===== src/rtl/pcw_pkg.sv =====
// Package for the PNG chunk walker: phase codes, result codes, signature and type tables.
`timescale 1ns / 1ps
package pcw_pkg;

    // Parser phases
    localparam logic [2:0] PH_SIG  = 3'd0;
    localparam logic [2:0] PH_LEN  = 3'd1;
    localparam logic [2:0] PH_TYPE = 3'd2;
    localparam logic [2:0] PH_SKIP = 3'd3;
    localparam logic [2:0] PH_STOP = 3'd4;

    // Chunk kinds
    localparam logic [4:0] KIND_IHDR = 5'd0;
    localparam logic [4:0] KIND_IEND = 5'd1;
    localparam logic [4:0] KIND_IDAT = 5'd2;
    localparam logic [4:0] KIND_PLTE = 5'd3;
    localparam logic [4:0] KIND_BKGD = 5'd4;
    localparam logic [4:0] KIND_CHRM = 5'd5;
    localparam logic [4:0] KIND_GAMA = 5'd6;
    localparam logic [4:0] KIND_ICCP = 5'd7;
    localparam logic [4:0] KIND_SBIT = 5'd8;
    localparam logic [4:0] KIND_SRGB = 5'd9;
    localparam logic [4:0] KIND_HIST = 5'd10;
    localparam logic [4:0] KIND_TRNS = 5'd11;
    localparam logic [4:0] KIND_PHYS = 5'd12;
    localparam logic [4:0] KIND_SPLT = 5'd13;
    localparam logic [4:0] KIND_TIME = 5'd14;
    localparam logic [4:0] KIND_ITXT = 5'd15;
    localparam logic [4:0] KIND_TEXT = 5'd16;
    localparam logic [4:0] KIND_ZTXT = 5'd17;
    localparam logic [4:0] KIND_NONE = 5'd31;

    // Status codes
    localparam logic [2:0] ST_OK        = 3'd0;
    localparam logic [2:0] ST_BAD_SIG   = 3'd1;
    localparam logic [2:0] ST_UNKNOWN   = 3'd2;
    localparam logic [2:0] ST_NOT_IHDR  = 3'd3;
    localparam logic [2:0] ST_DUP_BKGD  = 3'd4;

    // Length of the chunk trailer (CRC) that follows the data
    localparam logic [32:0] CRC_BYTES = 33'd4;

    // Depth of the queue between parser and output stage
    localparam int QUEUE_DEPTH = 2;

    typedef struct packed {
        logic [4:0]  kind;
        logic [31:0] length;
        logic [2:0]  status;
    } t_result;

    // Expected signature byte at each position
    function automatic logic [7:0] sig_byte(input logic [2:0] idx);
        logic [7:0] b;
        case (idx)
            3'd0:    b = 8'd137;
            3'd1:    b = 8'd80;
            3'd2:    b = 8'd78;
            3'd3:    b = 8'd71;
            3'd4:    b = 8'd13;
            3'd5:    b = 8'd10;
            3'd6:    b = 8'd26;
            3'd7:    b = 8'd10;
            default: b = 8'd0;
        endcase
        return b;
    endfunction

    // Map a four-character type tag to its kind, KIND_NONE if unknown
    function automatic logic [4:0] classify(input logic [31:0] tag);
        logic [4:0] k;
        case (tag)
            "IHDR":  k = KIND_IHDR;
            "IEND":  k = KIND_IEND;
            "IDAT":  k = KIND_IDAT;
            "PLTE":  k = KIND_PLTE;
            "bKGD":  k = KIND_BKGD;
            "cHRM":  k = KIND_CHRM;
            "gAMA":  k = KIND_GAMA;
            "iCCP":  k = KIND_ICCP;
            "sBIT":  k = KIND_SBIT;
            "sRGB":  k = KIND_SRGB;
            "hIST":  k = KIND_HIST;
            "tRNS":  k = KIND_TRNS;
            "pHYs":  k = KIND_PHYS;
            "sPLT":  k = KIND_SPLT;
            "tIME":  k = KIND_TIME;
            "iTXt":  k = KIND_ITXT;
            "tEXt":  k = KIND_TEXT;
            "zTXt":  k = KIND_ZTXT;
            default: k = KIND_NONE;
        endcase
        return k;
    endfunction

endpackage


===== src/rtl/pcw_front.sv =====
// Front end: accepts input bytes, frames signature and chunks, classifies chunk types.
`timescale 1ns / 1ps
module pcw_front (
    input  logic            i_clk,
    input  logic            i_rst_n,
    input  logic            i_valid,
    output logic            o_ready,
    input  logic [7:0]      i_data_byte,
    input  logic            i_new_file,
    input  logic            i_queue_full,
    output logic            o_push,
    output pcw_pkg::t_result o_rec
);
    import pcw_pkg::*;

    logic [2:0]  r_phase, n_phase;
    logic [2:0]  r_idx, n_idx;
    logic [31:0] r_len, n_len;
    logic [31:0] r_type, n_type;
    logic [32:0] r_skip, n_skip;
    logic        r_any, n_any;
    logic        r_bkgd, n_bkgd;

    logic [2:0]  e_phase;
    logic [2:0]  e_idx;
    logic [31:0] e_len;
    logic [31:0] e_type;
    logic [32:0] e_skip;
    logic        e_any;
    logic        e_bkgd;
    logic [31:0] tag;
    logic [4:0]  kind;
    logic [32:0] skip_dec;
    logic        accept;

    assign o_ready = !i_queue_full;
    assign accept  = i_valid && o_ready;

    // A new file restarts from the reset state before this byte is parsed
    always_comb begin
        e_phase = i_new_file ? PH_SIG : r_phase;
        e_idx   = i_new_file ? 3'd0   : r_idx;
        e_len   = i_new_file ? 32'd0  : r_len;
        e_type  = i_new_file ? 32'd0  : r_type;
        e_skip  = i_new_file ? 33'd0  : r_skip;
        e_any   = i_new_file ? 1'b0   : r_any;
        e_bkgd  = i_new_file ? 1'b0   : r_bkgd;
    end

    assign tag      = {e_type[23:0], i_data_byte};
    assign kind     = classify(tag);
    assign skip_dec = (e_skip != 33'd0) ? (e_skip - 33'd1) : e_skip;

    // Per-byte parse step
    always_comb begin
        n_phase = e_phase;
        n_idx   = e_idx;
        n_len   = e_len;
        n_type  = e_type;
        n_skip  = e_skip;
        n_any   = e_any;
        n_bkgd  = e_bkgd;
        o_push  = 1'b0;
        o_rec   = '{kind: KIND_IHDR, length: e_len, status: ST_OK};
        case (e_phase)
            PH_SIG: begin
                if (i_data_byte != sig_byte(e_idx)) begin
                    n_phase = PH_STOP;
                    o_push  = accept;
                    o_rec   = '{kind: KIND_IHDR, length: 32'd0, status: ST_BAD_SIG};
                end else if (e_idx == 3'd7) begin
                    n_phase = PH_LEN;
                    n_idx   = 3'd0;
                    n_len   = 32'd0;
                end else begin
                    n_idx = e_idx + 3'd1;
                end
            end
            PH_LEN: begin
                n_len = {e_len[23:0], i_data_byte};
                if (e_idx == 3'd3) begin
                    n_phase = PH_TYPE;
                    n_idx   = 3'd0;
                    n_type  = 32'd0;
                end else begin
                    n_idx = e_idx + 3'd1;
                end
            end
            PH_TYPE: begin
                n_type = tag;
                if (e_idx < 3'd3) begin
                    n_idx = e_idx + 3'd1;
                end else begin
                    n_idx  = 3'd0;
                    o_push = accept;
                    if (kind == KIND_NONE) begin
                        n_phase = PH_STOP;
                        o_rec   = '{kind: KIND_IHDR, length: e_len, status: ST_UNKNOWN};
                    end else if (!e_any && kind != KIND_IHDR) begin
                        n_phase = PH_STOP;
                        o_rec   = '{kind: kind, length: e_len, status: ST_NOT_IHDR};
                    end else if (kind == KIND_BKGD && e_bkgd) begin
                        n_any   = 1'b1;
                        n_phase = PH_STOP;
                        o_rec   = '{kind: kind, length: e_len, status: ST_DUP_BKGD};
                    end else begin
                        n_any = 1'b1;
                        o_rec = '{kind: kind, length: e_len, status: ST_OK};
                        if (kind == KIND_BKGD) begin
                            n_bkgd = 1'b1;
                        end
                        if (kind == KIND_IEND) begin
                            n_phase = PH_STOP;
                        end else begin
                            n_skip  = {1'b0, e_len} + CRC_BYTES;
                            n_phase = PH_SKIP;
                        end
                    end
                end
            end
            PH_SKIP: begin
                n_skip = skip_dec;
                if (skip_dec == 33'd0) begin
                    n_phase = PH_LEN;
                    n_idx   = 3'd0;
                    n_len   = 32'd0;
                end
            end
            default: begin
                // stopped: bytes are dropped until a new file starts
            end
        endcase
    end

    // State registers advance on each accepted word
    always_ff @(posedge i_clk) begin
        if (!i_rst_n) begin
            r_phase <= PH_SIG;
            r_idx   <= 3'd0;
            r_len   <= 32'd0;
            r_type  <= 32'd0;
            r_skip  <= 33'd0;
            r_any   <= 1'b0;
            r_bkgd  <= 1'b0;
        end else if (accept) begin
            r_phase <= n_phase;
            r_idx   <= n_idx;
            r_len   <= n_len;
            r_type  <= n_type;
            r_skip  <= n_skip;
            r_any   <= n_any;
            r_bkgd  <= n_bkgd;
        end
    end

endmodule


===== src/rtl/pcw_queue.sv =====
// Short result queue between the parser front end and the output stage.
`timescale 1ns / 1ps
module pcw_queue (
    input  logic             i_clk,
    input  logic             i_rst_n,
    input  logic             i_push,
    input  pcw_pkg::t_result i_rec,
    output logic             o_full,
    output logic             o_valid,
    input  logic             i_pop,
    output pcw_pkg::t_result o_rec
);
    import pcw_pkg::*;

    localparam int PtrW = $clog2(QUEUE_DEPTH);
    localparam int CntW = $clog2(QUEUE_DEPTH + 1);

    t_result         r_mem [QUEUE_DEPTH];
    logic [PtrW-1:0] r_wr_ptr;
    logic [PtrW-1:0] r_rd_ptr;
    logic [CntW-1:0] r_count;
    logic            do_pop;

    assign o_full  = (r_count == CntW'(QUEUE_DEPTH));
    assign o_valid = (r_count != '0);
    assign o_rec   = r_mem[r_rd_ptr];
    assign do_pop  = i_pop && o_valid;

    // Entry storage
    always_ff @(posedge i_clk) begin
        if (i_push) begin
            r_mem[r_wr_ptr] <= i_rec;
        end
    end

    // Pointers and fill count
    always_ff @(posedge i_clk) begin
        if (!i_rst_n) begin
            r_wr_ptr <= '0;
            r_rd_ptr <= '0;
            r_count  <= '0;
        end else begin
            if (i_push) begin
                r_wr_ptr <= (r_wr_ptr == PtrW'(QUEUE_DEPTH - 1)) ? '0 : r_wr_ptr + 1'b1;
            end
            if (do_pop) begin
                r_rd_ptr <= (r_rd_ptr == PtrW'(QUEUE_DEPTH - 1)) ? '0 : r_rd_ptr + 1'b1;
            end
            case ({i_push, do_pop})
                2'b10:   r_count <= r_count + 1'b1;
                2'b01:   r_count <= r_count - 1'b1;
                default: r_count <= r_count;
            endcase
        end
    end

endmodule


===== src/rtl/pcw_back.sv =====
// Back end: output register that presents one result word to the receiver.
`timescale 1ns / 1ps
module pcw_back (
    input  logic             i_clk,
    input  logic             i_rst_n,
    input  logic             i_q_valid,
    input  pcw_pkg::t_result i_q_rec,
    output logic             o_q_pop,
    output logic             o_valid,
    input  logic             i_ready,
    output logic [4:0]       o_chunk_kind,
    output logic [31:0]      o_chunk_length,
    output logic [2:0]       o_status
);
    import pcw_pkg::*;

    logic    r_valid;
    t_result r_rec;

    // Load when empty or when the current word leaves this cycle
    assign o_q_pop = i_q_valid && (!r_valid || i_ready);

    always_ff @(posedge i_clk) begin
        if (!i_rst_n) begin
            r_valid <= 1'b0;
        end else if (o_q_pop) begin
            r_valid <= 1'b1;
        end else if (i_ready) begin
            r_valid <= 1'b0;
        end
    end

    always_ff @(posedge i_clk) begin
        if (o_q_pop) begin
            r_rec <= i_q_rec;
        end
    end

    assign o_valid        = r_valid;
    assign o_chunk_kind   = r_rec.kind;
    assign o_chunk_length = r_rec.length;
    assign o_status       = r_rec.status;

endmodule


===== src/rtl/png_chunk_walker_top.sv =====
// PNG chunk walker: byte-serial signature check and chunk framer.
// Input channel: one file byte per word (i_data_byte) with i_new_file marking
// the first signature byte of a new file; accepted when i_valid && o_ready.
// Output channel: one word per classified chunk type or error, carrying
// o_chunk_kind, o_chunk_length and o_status; taken when o_valid && i_ready.
// Throughput: one byte per cycle while the queue is not full. Each byte is parsed
// in the cycle it is accepted; the parser state update is the only loop.
// A result passes through the two-entry queue and then the output register
// before it is visible on the output channel.
// Most bytes produce no result; only the fourth type byte of a chunk or a
// signature mismatch does. Errors and IEND stop the walk until i_new_file.
// Reset (i_rst_n low, synchronous) empties queue and output register and puts
// the parser in the signature phase.
// Receiver stall: results wait in the output register and queue; o_ready drops
// only when the queue holds two results, so input flows while the
// output side stalls briefly.
`timescale 1ns / 1ps
module png_chunk_walker_top (
    input  logic        i_clk,
    input  logic        i_rst_n,
    input  logic        i_valid,
    output logic        o_ready,
    input  logic [7:0]  i_data_byte,
    input  logic        i_new_file,
    output logic        o_valid,
    input  logic        i_ready,
    output logic [4:0]  o_chunk_kind,
    output logic [31:0] o_chunk_length,
    output logic [2:0]  o_status
);
    import pcw_pkg::*;

    logic    push;
    t_result push_rec;
    logic    q_full;
    logic    q_valid;
    logic    q_pop;
    t_result q_rec;

    pcw_front u_front (
        .i_clk        (i_clk),
        .i_rst_n      (i_rst_n),
        .i_valid      (i_valid),
        .o_ready      (o_ready),
        .i_data_byte  (i_data_byte),
        .i_new_file   (i_new_file),
        .i_queue_full (q_full),
        .o_push       (push),
        .o_rec        (push_rec)
    );

    pcw_queue u_queue (
        .i_clk   (i_clk),
        .i_rst_n (i_rst_n),
        .i_push  (push),
        .i_rec   (push_rec),
        .o_full  (q_full),
        .o_valid (q_valid),
        .i_pop   (q_pop),
        .o_rec   (q_rec)
    );

    pcw_back u_back (
        .i_clk          (i_clk),
        .i_rst_n        (i_rst_n),
        .i_q_valid      (q_valid),
        .i_q_rec        (q_rec),
        .o_q_pop        (q_pop),
        .o_valid        (o_valid),
        .i_ready        (i_ready),
        .o_chunk_kind   (o_chunk_kind),
        .o_chunk_length (o_chunk_length),
        .o_status       (o_status)
    );

endmodule


===== config.mk =====
export PLATFORM = sky130hd
export DESIGN_NAME = png_chunk_walker_top
export DESIGN_NICKNAME = d
export VERILOG_FILES = /design/src/rtl/pcw_pkg.sv /design/src/rtl/pcw_front.sv /design/src/rtl/pcw_queue.sv /design/src/rtl/pcw_back.sv /design/src/rtl/png_chunk_walker_top.sv
export SDC_FILE = /design/constraint.sdc
export NUM_CORES = 1
export LEC_CHECK = 0
export ABC_AREA = 1
export BUFFER_PORTS_ARGS = -buffer_cell sky130_fd_sc_hd__buf_2
export CELL_PAD_IN_SITES_DETAIL_PLACEMENT = 1
export CELL_PAD_IN_SITES_GLOBAL_PLACEMENT = 1
export CORE_ASPECT_RATIO = 0.9
export CORE_MARGIN = 2
export CORE_UTILIZATION = 49
export CTS_BUF_LIST = sky130_fd_sc_hd__clkbuf_8 sky130_fd_sc_hd__clkbuf_16
export DETAILED_ROUTE_END_ITERATION = 10
export GPL_ROUTABILITY_DRIVEN = 0
export PLACE_DENSITY = 0.95
export SETUP_SLACK_MARGIN = 0.3
export SLEW_MARGIN = 20
export SYNTH_ARGS = -nofsm -noshare
export SYNTH_HDL_FRONTEND = slang
export SYNTH_SLANG_ARGS = --single-unit

===== constraint.sdc =====
create_clock -name i_clk -period 11.2 [get_ports i_clk]
set_clock_uncertainty 0.05 [all_clocks]
set_input_delay 0.56 -clock i_clk [delete_from_list [all_inputs] [get_ports i_clk]]
set_output_delay 0.56 -clock i_clk [all_outputs]
set_load 0.03 [all_outputs]

==> results.py <==
metrics = {
    "timing": {
        "max-slew-margin-rel_pct": 24.1,
        "hold_viol": 0,
        "layout_min_cycle_time_ps": 4880,
        "worst_pin_slew_ps": 1130,
        "fin_crit_sh_pct": 43.6,
        "rsz0062_at_grt": "false",
        "setup_viol": 0,
        "fmax_mhz": 205,
        "setup_tns_ps": 0,
        "slew_violations": 0,
    },
    "detailed_routing": {
        "vias_per_cell": 6.15,
        "avgRoutedWirePerCell_um": 21.9,
        "drt-total-wl_mm": 59.4,
        "drt_pre_antenna_iters": 7,
        "drt-initial-drc-count": 1879,
        "final_antenna_net_count": 0,
        "vias": 16675,
        "drc": 0,
    },
    "cells_and_area": {
        "stdcell_count": 2710,
        "antennaDiodeCount": 0,
        "postLayoutCoreUtil_pct": 54.1,
        "final_common_cell": "nand2_1",
        "drive_above_1_share_pct": 5.94,
        "area_growth_pct": 8.37,
        "regArea_mm2": 0.00565,
        "multi_input_area_mm2": 0.00781,
        "fillers": 4067,
        "layout_common_cells": "nand2_1 (682), nor2_1 (348), inv_1 (275)",
        "nNetsFinal": 2313,
    },
    "synthesis": {
        "syn_nets": 2318,
        "synth-simple-area-share_pct": 35.5,
        "postSynthCellCount": 2294,
        "ys_seq_elements": 222,
        "syn_area_mm2": 0.0149,
        "ys_seq_area_share_pct": 37.8,
        "synth-edff-count": 120,
        "yosysUniqueCellTypes": 42,
        "synth_top_family_by_area": "simple AND/OR/NAND/NOR gates",
        "ys_warn_count": 0,
        "synthAdderAreaFrac_pct": 0.921,
        "post-synth-top-area-cell": "edfxtp_1",
        "async_flop_share_pct": 0,
        "synth_xor_area_share_pct": 2.05,
        "yosys-top-cells-area": "edfxtp_1 (24%), nand2_1 (17%), dfxtp_1 (14%), nor2_1 (8.8%), inv_1 (6.6%)",
        "ys.flop_type": "edfxtp_1",
        "synth_compound_area_share_pct": 13.5,
        "avgSynthCellArea_um2": 6.51,
        "yosysTopAreaCellShare_pct": 24.1,
        "synthMuxAreaShare_pct": 0,
    },
    "flow_run": {
        "drv_cap": 0,
    },
    "die": {
        "die-area_mm2": 0.0319,
        "core_area_mm2": 0.0300,
        "fp.dieH_um": 170,
        "rows": 60,
        "ioPinCount": 55,
        "fp.dieW_um": 188,
        "initial_core_util_pct": 49.9,
    },
    "clocking": {
        "postCtsResizedCells": 0,
        "cts_tree": "yes",
        "clockBufferDepth": 3,
        "cts.clk_slew.worst_paths_ps": 60,
        "numClockSinks": 222,
        "htreeDepth": 1,
        "cts_made_buffers": 25,
        "root_buffer": "clkbuf_16",
        "hold_buffers": 0,
        "cts_setup_buffers": 0,
        "insertion_delay_ps": 570,
    },
    "power": {
        "finalPower_mw": 3.19,
        "vdd.ir_drop.worst_uv": 207,
        "p_leak_nw": 7.11,
        "p_per_area_mw_per_mm2": 197,
    },
    "global_routing": {
        "grt_most_used_layer": "met2",
        "grt_pass1_wl_mm": 89.0,
        "grt_overflow": 0,
        "grt_pass1_vias": 16452,
        "use_met3_pct": 7.49,
        "antenna_found_initial": 0,
        "grtUsageMet2_pct": 57.2,
        "grt_usage_pct": 35.2,
        "grt_max_degree": 75,
        "grtUsageMet1_pct": 46.7,
    },
    "placement": {
        "hpwl_mm": 40.4,
        "io_buffers": 54,
        "dp.cells": 2662,
    },
    "worst_hold_path": {
        "whs_path_depth": 3,
        "worstHoldPathType": "input pin to register",
    },
    "setup_path": {
        "critPathBufInv": 5,
        "slowest_delay_ps": 690,
        "end_kind": "register",
        "critical_path_arrival_ps": 5290,
        "crit_type": "input pin to register",
        "crit_required_ps": 11610,
        "cp_top_family": "simple AND/OR/NAND/NOR gates",
        "path_cells": "buf_2 > buf_4 > inv_2 > buf_4 > nand2_1 > nor2_1 > nand2_1 > nor3_1 > nand4_1 > nand4_1 > nor2_1 > nand2_1 > nand3_2 > nand3_1 > nand4_1 > nand2_1 > inv_1",
        "crit_top_cell": "nand2_1",
        "rr_worst_depth": 11,
        "cp_slowest_cell": "buf_4",
        "critPathLaunchType": "input pin",
        "cp_max_fo": 74,
        "worst-path-stages": 17,
    },
    "run_status": {
        "outcome": "completed",
    },
}
-- per-stage QoR --
stage / worst slack [ps] / cell area (µm²) / hold slack [ps]
after floorplan: 6760 / 14900 / 391
after global placement: 6290 / 15400 / 403
after detailed placement: 6010 / 15400 / 409
after CTS: 6490 / 16100 / 243
after global routing: 6070 / 16200 / 248
final: 6320 / 16200 / 254
-- worst reg2reg max path: stages, from the launching register on --
cell and delay [ps]:
dfxtp_1 330, inv_1 70, nor2_1 850, inv_1 810, nor2_1 360, clkinv_1 660
buf_4 530, nor2_1 180, nand2_1 100, nand2_1 110, nand2_1 70, a21oi_1 160
-- registers in the layout, summed over array words and instances, names as in the netlist --
signal and flops:
u_back.o_valid 1, u_front.r_idx 3, u_back.o_status 3, u_back.o_chunk_length 32, u_front.r_phase 3, u_front.r_type 24
u_front.r_skip 33, u_back.o_chunk_kind 5, u_queue.r_rd_ptr 1, u_front.r_any 1, u_queue.r_mem 80, u_queue.r_wr_ptr 1
u_queue.r_count 2, u_front.r_bkgd 1, u_front.r_len 32
-- cells in the mapped netlist, types with 3 or more instances --
cell / n
ha_1: 11
a211oi_1: 16
nor3_1: 33
nor4_1: 6
edfxtp_1: 120
o21ai_0: 112
nand4_1: 78
buf_6: 7
buf_4: 8
dfxtp_1: 102
a221oi_1: 15
buf_2: 14
inv_1: 263
nand2_1: 683
nand3_1: 112
o21ai_1: 8
o22ai_1: 13
inv_2: 6
clkinv_1: 5
a21oi_1: 155
o21ai_2: 3
nor2_2: 6
a31oi_1: 21
xor2_1: 35
o211ai_1: 4
o221ai_1: 6
nor2_1: 352
clkbuf_1: 74
nand2_2: 6
-- final timing paths --
kind / from / end / slack, ps
worst min register to register: u_front.r_len[31] / u_front.r_len[31] / 420
worst min-delay path: i_data_byte[6] / u_front.r_type[6] / 250
worst max register to register: u_front.r_phase[1] / u_front.r_len[0] / 6840
worst max-delay path: i_new_file / u_front.r_skip[8] / 6320
-- kinds of logic (layout without fill, tap and decap cells) --
kind of cell / count (synthesis) / after routing
AO/OA/AOI/OAI: 362 / 362
adder cells (fa/ha/maj): 11 / 11
flip-flops: 222 / 222
buffers and inverters: 378 / 391
XOR/XNOR: 35 / 35
AND/OR/NAND/NOR: 1286 / 1286
-- per-layer routing --
layer	up-vias	share of wire, %
li1	7484	-
met2	982	46
met3	169	10
met1	8040	40
met5	-	0
met4	0	3.7
-- power by group --
part	total, mW	switching [mW]	internal (mW)
registers	1.17	0.0899	1.08
logic	1.24	0.927	0.311
clock network	0.780	0.361	0.418
total	3.19	1.38	1.81
-- final cells by class --
| type | count | area share [%] |
|---|---|---|
| clock inverters | 18 | 0.549 |
| clock buffers | 27 | 4.03 |
| multi-input cells | 1694 | 48.3 |
| inverters | 274 | 6.35 |
| repair buffers | 72 | 2.83 |
| flip-flops and latches | 222 | 34.9 |
| well taps | 403 | 3.11 |
(Power assumes the default switching activity.)
